`src/rtl/aafc_pkg.sv`:
```
package aafc_pkg;

    localparam int COORD_W = 16;
    localparam int DIM_W = 13;
    localparam int COEF_W = 32;
    localparam int NCOEF = 6;
    localparam int DIFF_W = COORD_W + 1;
    localparam int SD_W = DIM_W + 1;
    localparam int DPROD_W = 2 * DIFF_W;
    localparam int DET_W = DPROD_W + 1;
    localparam int NAB_W = 31;
    localparam int CPROD_W = 48;
    localparam int NUM_W = 50;
    localparam int MAG_W = NUM_W - 1;
    localparam int UD_W = DET_W - 1;
    localparam int FRAC_W = 16;
    localparam int Q_W = 47;
    localparam int RES_W = Q_W + 1;
    localparam int CLAMP_SHIFT = 30;
    localparam int CLAMP_W = UD_W + CLAMP_SHIFT;
    localparam int DVD_W = MAG_W + FRAC_W + 1;
    localparam int ACC_W = 50;
    localparam int QDEPTH = 2;

    localparam logic [DIM_W-1:0] DIM_RESET = DIM_W'(256);

    typedef enum logic [0:0] {
        CFG_WIDTH  = 1'b0,
        CFG_HEIGHT = 1'b1
    } cfg_index_t;

    typedef struct packed {
        logic [3:0][COORD_W-1:0] col;
        logic [3:0][COORD_W-1:0] row;
        logic [DIM_W-1:0]        width;
        logic [DIM_W-1:0]        height;
    } job_t;

    typedef enum logic [3:0] {
        ST_IDLE,
        ST_DIFF,
        ST_MUL1,
        ST_SUM1,
        ST_MUL2,
        ST_SUM2,
        ST_START,
        ST_WAIT,
        ST_FINAL
    } state_t;

endpackage

```
`src/rtl/aafc_front.sv`:
```
module aafc_front (
    input  logic                          clk,
    input  logic                          rst_n,
    input  logic                          cfg_write,
    input  logic                          cfg_index,
    input  logic [aafc_pkg::DIM_W-1:0]    cfg_data,
    input  logic                          in_valid,
    output logic                          in_stall,
    input  logic [3:0][aafc_pkg::COORD_W-1:0] in_col,
    input  logic [3:0][aafc_pkg::COORD_W-1:0] in_row,
    output logic                          job_valid,
    input  logic                          job_pop,
    output aafc_pkg::job_t                job
);
    import aafc_pkg::*;

    logic [DIM_W-1:0] width_reg;
    logic [DIM_W-1:0] height_reg;
    job_t             entry_reg [QDEPTH];
    logic             wr_ptr_reg;
    logic             rd_ptr_reg;
    logic [1:0]       count_reg;
    logic [1:0]       count_next;
    logic             push;
    logic             pop;
    job_t             job_in;

    always_ff @(posedge clk or negedge rst_n)
    begin
        if (!rst_n)
        begin
            width_reg  <= DIM_RESET;
            height_reg <= DIM_RESET;
        end
        else if (cfg_write)
        begin
            if (cfg_index == CFG_WIDTH)
                width_reg <= cfg_data;
            else
                height_reg <= cfg_data;
        end
    end

    // The corners are tagged with the extent in force when the beat arrives.
    always_comb
    begin
        job_in.col    = in_col;
        job_in.row    = in_row;
        job_in.width  = width_reg;
        job_in.height = height_reg;
    end

    assign in_stall  = (count_reg == 2'(QDEPTH));
    assign job_valid = (count_reg != 2'd0);
    assign push      = in_valid && !in_stall;
    assign pop       = job_pop && job_valid;
    assign job       = entry_reg[rd_ptr_reg];

    always_comb
    begin
        count_next = count_reg;
        if (push && !pop)
            count_next = count_reg + 2'd1;
        else if (pop && !push)
            count_next = count_reg - 2'd1;
    end

    always_ff @(posedge clk or negedge rst_n)
    begin
        if (!rst_n)
        begin
            wr_ptr_reg <= 1'b0;
            rd_ptr_reg <= 1'b0;
            count_reg  <= 2'd0;
        end
        else
        begin
            count_reg <= count_next;
            if (push)
                wr_ptr_reg <= ~wr_ptr_reg;
            if (pop)
                rd_ptr_reg <= ~rd_ptr_reg;
        end
    end

    always_ff @(posedge clk)
    begin
        if (push)
            entry_reg[wr_ptr_reg] <= job_in;
    end

endmodule

```
`config.mk`:
```
export PLATFORM = sky130hd
export DESIGN_NAME = aafc_front
export DESIGN_NICKNAME = d
export VERILOG_FILES = /design/src/rtl/aafc_pkg.sv /design/src/rtl/aafc_front.sv
export SDC_FILE = /design/constraint.sdc
export NUM_CORES = 1
export LEC_CHECK = 0
export ABC_AREA = 1
export BUFFER_PORTS_ARGS = -buffer_cell sky130_fd_sc_hd__buf_2
export CORE_MARGIN = 10
export CORE_UTILIZATION = 50
export CTS_CLUSTER_SIZE = 24
export DETAILED_ROUTE_END_ITERATION = 8
export HOLD_SLACK_MARGIN = 0.03
export PLACE_DENSITY = 0.74
export RECOVER_POWER = 100
export SETUP_SLACK_MARGIN = 0.2
export SLEW_MARGIN = 15
export SYNTH_ARGS = -nofsm -noshare
export SYNTH_HDL_FRONTEND = slang
export SYNTH_SLANG_ARGS = --single-unit
```
`constraint.sdc`:
```
create_clock -name clk -period 10.85 [get_ports clk]
set_clock_uncertainty 0.05 [all_clocks]
set_input_delay 2.7125 -clock clk [delete_from_list [all_inputs] [get_ports clk]]
set_output_delay 2.7125 -clock clk [all_outputs]
set_load 0.01 [all_outputs]
```
## Yosys cells after proc, flatten, opt, wreduce, memory -nomap -nowiden

Memories as Yosys holds them, arrays and structs flattened.
Cells that the tools add are included.

| operators by class | value |
|---|---|
| $add $sub $neg | 2 |
| equal/unequal tests | 1 |
| muxes and demuxes | 4 |
| bitwise gates (word level) | 3 |
| reduce and logical (&&, ||, !) cells | 11 |

Operator list:

| cell | count |
|---|---|
| logical AND 1 bit | 4 |
| two-way mux 2 bit | 2 |
| AND reduction 2 bit | 2 |
| nonzero test 2 bit | 2 |
| logical NOT 1 bit | 3 |
| NOT 1 bit | 3 |
| adder 2 x 1 -> 2 bit, second input constant | 1 |
| equality test 2 bit, second input constant | 1 |
| two-way mux 1 bit | 2 |
| subtractor 2 x 1 -> 2 bit, second input constant | 1 |

| word-level totals | value |
|---|---|
| flip-flop bits (word level) | 30 |
| RAM bits | 308 |
| input port bits | 147 |
| output and inout port bits | 156 |
| memories kept | 1 |

Memory list:

| name | depth | width | read ports | clocked after Yosys merged registers in | write ports | RTL line | text |
|---|---|---|---|---|---|---|---|
| entry_reg | 2 | 154 | 1 | 0 | 1 | aafc_front.sv:19 | `job_t entry_reg [QDEPTH];` |

## Logic depth before layout (Yosys ltp)

| depth | value |
|---|---|
| word-level depth | 7 |
| gate-level depth with buffers | 9 |
| gate-level depth less buffers | 9 |

## Worst setup path before layout

Ideal clock, no wire load.

| timing path | value |
|---|---|
| path kind | input-to-reg |
| start | input in_valid |
| end | memory entry_reg[1][0] (netlist name) (enable) |
| arrival | 9.209 ns |
| required time | 10.130 ns |
| slack | 0.922 ns |
| stages on the path | 2 |
| cells stage by stage | o21ai_0 nor2_1 |

| on the way | value |
|---|---|
| longest elaborated chain between the ends | 3 |

Ends and longest elaborated chain:

| element | RTL line | text |
|---|---|---|
| start, declared | aafc_front.sv:7 | `input logic in_valid,` |
| logical AND 1 bit | aafc_front.sv:55 | `assign push = in_valid && !in_stall;` |
| two-way mux 1 bit | aafc_front.sv:88 | `if (push)` |
| two-way mux 1 bit (not written as such) | aafc_front.sv:89 | `entry_reg[wr_ptr_reg] <= job_in;` |
| end, declared | aafc_front.sv:19 |  |

Every way passes these cells.

## Final worst setup path

| timing path | value |
|---|---|
| start | input in_valid |
| end | memory entry_reg[0][75] (netlist name) (enable) |

Same word-level chain as after synthesis.

==> results.yml <==
cts:
  cts-hold-fix-buffers: 0
  tritoncts: "yes"
  post-cts-setup-buffer-count: 0
  clock_sink_count: 338
  ctsRootBufferMaster: "sky130_fd_sc_hd__clkbuf_16"
  clock_pin_slew_on_the_worst_setup_and_hold_paths_ns: 0.06
  cts-resized-gates: 0
  worst_skew_pair.late_latency_ns: 0.49
  max-clock-path-buffers: 3
  clock_tree.htree_level_count: 2
  cts-buffers-inserted: 35
yosys:
  synthDominantCellAreaShare: 0.737
  synth.most_common_cell: "sky130_fd_sc_hd__nand2_1"
  synth_top_cells_by_count: "sky130_fd_sc_hd__nand2_1, sky130_fd_sc_hd__edfxtp_1, sky130_fd_sc_hd__buf_6, sky130_fd_sc_hd__dfrtp_1, sky130_fd_sc_hd__o21ai_0"
  mappedNetlistNets: 1082
  synth.yosys.warnings: 0
  ys_ff_latch: 338
  synth_top_cells_by_area: "sky130_fd_sc_hd__edfxtp_1, sky130_fd_sc_hd__nand2_1, sky130_fd_sc_hd__dfrtp_1"
  ys_async_sr_fraction: 0.0888
  post_synth_instance_area_um2: 12600
  synth-main-ff-cell: "sky130_fd_sc_hd__edfxtp_1"
  synth-edff-count: 308
  post_synth_num_cell_types: 17
  count_of_mapped_cells_out_of_synthesis: 934
  yosys.area.top_type: "sky130_fd_sc_hd__edfxtp_1"
  syn_area_per_cell_um2: 13.4
  synth_seq_area_share: 0.797
timing:
  report.final.setup_viol: 0
  timing_hold_violations_final: 0
  rsz0062_at_grt: "false"
  layout_setup_ws_ns: 3.17
  slew_at_the_pin_with_the_worst_max_slew_slack_ns: 4.02
  tns_ns: 0
  timing.max_slew.rel_slack: -1.68
  tcrit_tclk_final: 0.708
  timing.fmax_ghz: 0.130
  fin_crit_ns: 7.68
  finalMaxSlewViolations: 414
grt:
  grt_remaining_overflow: 0
  grt_pass1_vias: 7789
  antenna_found_initial: 6
  grt_use_total: 0.170
  grt_start_max_net_pins: 92
  wire_length_of_the_first_global_routing_pass_um: 42100
placement:
  post_dp_cell_area_um2: 14100
  port-buffer-count: 302
  dp_hpwl_um: 18800
  post-place-ws_ns: 5.32
  gp_congestion: 0.856
hold_path:
  worst_hold_path_type: "flip-flop to flip-flop"
  worst_hold_path.num_cells: 0
job:
  max_cap_viol_count: 7
drt:
  route.met2.wl_um: 14400
  met3WireLength_um: 2580
  route.detailed.wl_per_inst_um: 17.8
  post_drt_via_cell_ratio: 4.86
  initial_drt_markers: 656
  ant_nets: 0
  met1_routed_length_um: 10600
  detailedRoute.firstPassIterationCount: 5
  route.detailed.drc: 0
  route.vias.total: 7742
  detail_route.wirelength_um: 28400
  topRoutingLayerUsed: "met5"
floorplanning:
  die_height_um: 178
  floorplan.initialDensity: 0.512
  core-area_um2: 24500
  number_of_cell_rows: 57
  top_level_pins: 303
  die_w_um: 178
  dieArea_um2: 31800
critical_path:
  rr_worst_depth: 5
  critPathMaxFanout: 78
  setup.worst_path.start: "in_valid"
  ff2ff_setup_slack_ns: 4.94
  worst_setup_path_end_kind: "flip-flop"
  critical_path.endpoint: "entry_reg[0][75]"
  crit_arrival_ns: 7.45
  rr_startpoint: "count_reg[0]"
  sort_of_element_at_the_start_of_the_critical_path: "input port"
  critical_path_class: "input port to flip-flop"
  crit_required_ns: 10.62
  crit-reg2reg-capture: "entry_reg[0][75]"
finish:
  layout_area_overhead_pct: 18.5
  final_area_um2: 14900
  final_core_utilization: 0.606
  layout-drive-gt1-share: 0.107
  final_net_count: 1388
  number_of_fillers_in_the_final_layout: 2026
  largest_register_ff_count: 308
power:
  cell_internal_pwr_mw: 2.72
  comb_power_share: 0.277
  clockPowerShare: 0.261
  net_switching_fraction_of_the_power: 0.341
  total_power_mw: 4.12
  pwr_density_cell_nw_per_um2: 277
  peakVddDrop_mv: 0.235
  net-switching-power_mw: 1.40
  share_seq_of_total_power: 0.462
  p_leak_nw: 5.97
status:
  failing_checks: "max-capacitance violations, max-slew violations"
  result_of_the_run: "finished, violations left"
[final cells by class]
| type | count | area [um2] | share of cell area |
|---|---|---|---|
| repair buffers | 307 | 1270 | 0.0855 |
| inverters | 22 | 86.3 | 0.00580 |
| clock inverters | 15 | 68.8 | 0.00463 |
| flip-flops and latches | 338 | 10000 | 0.672 |
| well taps | 324 | 405 | 0.0273 |
| clock buffers | 47 | 963 | 0.0648 |
| multi-input cells | 536 | 2060 | 0.139 |
| diodes | 5 | 12.5 | 0.000841 |
[stage by stage]
| step | instances | hold slack [ns] |
|---|---|---|
| CTS | 1589 | 0.418 |
| finish | 1594 | 0.420 |
| global route | 1593 | 0.438 |
| floorplan | 934 | 0.392 |
| detailed placement | 1527 | 0.406 |
| global placement | 1527 | 0.398 |
[critical path, stage by stage]
cell and delay [ns]:
sky130_fd_sc_hd__buf_2 0.10, sky130_fd_sc_hd__inv_1 0.04, sky130_fd_sc_hd__nor2_1 0.05, sky130_fd_sc_hd__nand2_1 0.09, sky130_fd_sc_hd__clkinvlp_2 2.60, sky130_fd_sc_hd__clkbuf_2 1.75
[routing by layer]
| metal | GRT usage | vias up |
|---|---|---|
| li1 | - | 3747 |
| met1 | 0.198 | 3625 |
| met2 | 0.293 | 307 |
| met3 | 0.0465 | 61 |
| met4 | 0.0658 | 2 |
| met5 | 0 | - |
[cell usage in the layout (no fill, tap or decap)]
| cell | n |
|---|---|
| sky130_fd_sc_hd__nand4_1 | 1 |
| sky130_fd_sc_hd__edfxtp_1 | 308 |
| sky130_fd_sc_hd__dfstp_1 | 2 |
| sky130_fd_sc_hd__clkinvlp_2 | 1 |
| sky130_fd_sc_hd__inv_1 | 20 |
| sky130_fd_sc_hd__inv_6 | 1 |
| sky130_fd_sc_hd__clkbuf_16 | 37 |
| sky130_fd_sc_hd__buf_4 | 2 |
| sky130_fd_sc_hd__nand2_1 | 501 |
| sky130_fd_sc_hd__inv_4 | 1 |
| sky130_fd_sc_hd__diode_2 | 5 |
| sky130_fd_sc_hd__buf_2 | 88 |
| sky130_fd_sc_hd__clkinv_1 | 10 |
| sky130_fd_sc_hd__clkinv_2 | 3 |
| sky130_fd_sc_hd__dfrtp_1 | 28 |
| sky130_fd_sc_hd__clkinvlp_4 | 1 |
| sky130_fd_sc_hd__ha_1 | 1 |
| sky130_fd_sc_hd__xnor2_1 | 1 |
| sky130_fd_sc_hd__clkbuf_1 | 226 |
| sky130_fd_sc_hd__nand3_1 | 2 |
| sky130_fd_sc_hd__clkbuf_2 | 1 |
| sky130_fd_sc_hd__nor2_1 | 3 |
| sky130_fd_sc_hd__o21ai_0 | 27 |
[power by group through the flow]
stage          Clock [mW]  Sequential [mW]  Combinational [mW]
3_3_place_gp            0             1.89                1.22
2_1_floorplan           0             1.90               0.819
4_1_cts              1.10             1.88                1.24
3_5_place_dp            0             1.90                1.24
6_report             1.07             1.90                1.14
5_1_grt              1.15             1.93                1.29
[worst min path at each step]
stage | startpoint | end | slack, ns
floorplan | count_reg[1] | count_reg[1] | 0.39
finish | width_reg[3] | entry_reg[1][16] | 0.42
CTS | width_reg[9] | entry_reg[0][22] | 0.42
global placement | height_reg[10] | entry_reg[0][10] | 0.40
global route | width_reg[7] | entry_reg[1][20] | 0.44
detailed placement | height_reg[2] | entry_reg[1][2] | 0.41
[cells by family (layout without fill, tap and decap cells)]
kind of cell,Yosys count,after routing,share of synthesized area
simple gates,507,507,0.152
other cells,0,5,0
flops,338,338,0.797
compound gates,27,27,0.0108
buf+inv,60,391,0.0383
fa+ha+maj,1,1,0.000997
xor+xnor,1,1,0.000698
No activity file was read; power rests on OpenSTA's default activity.
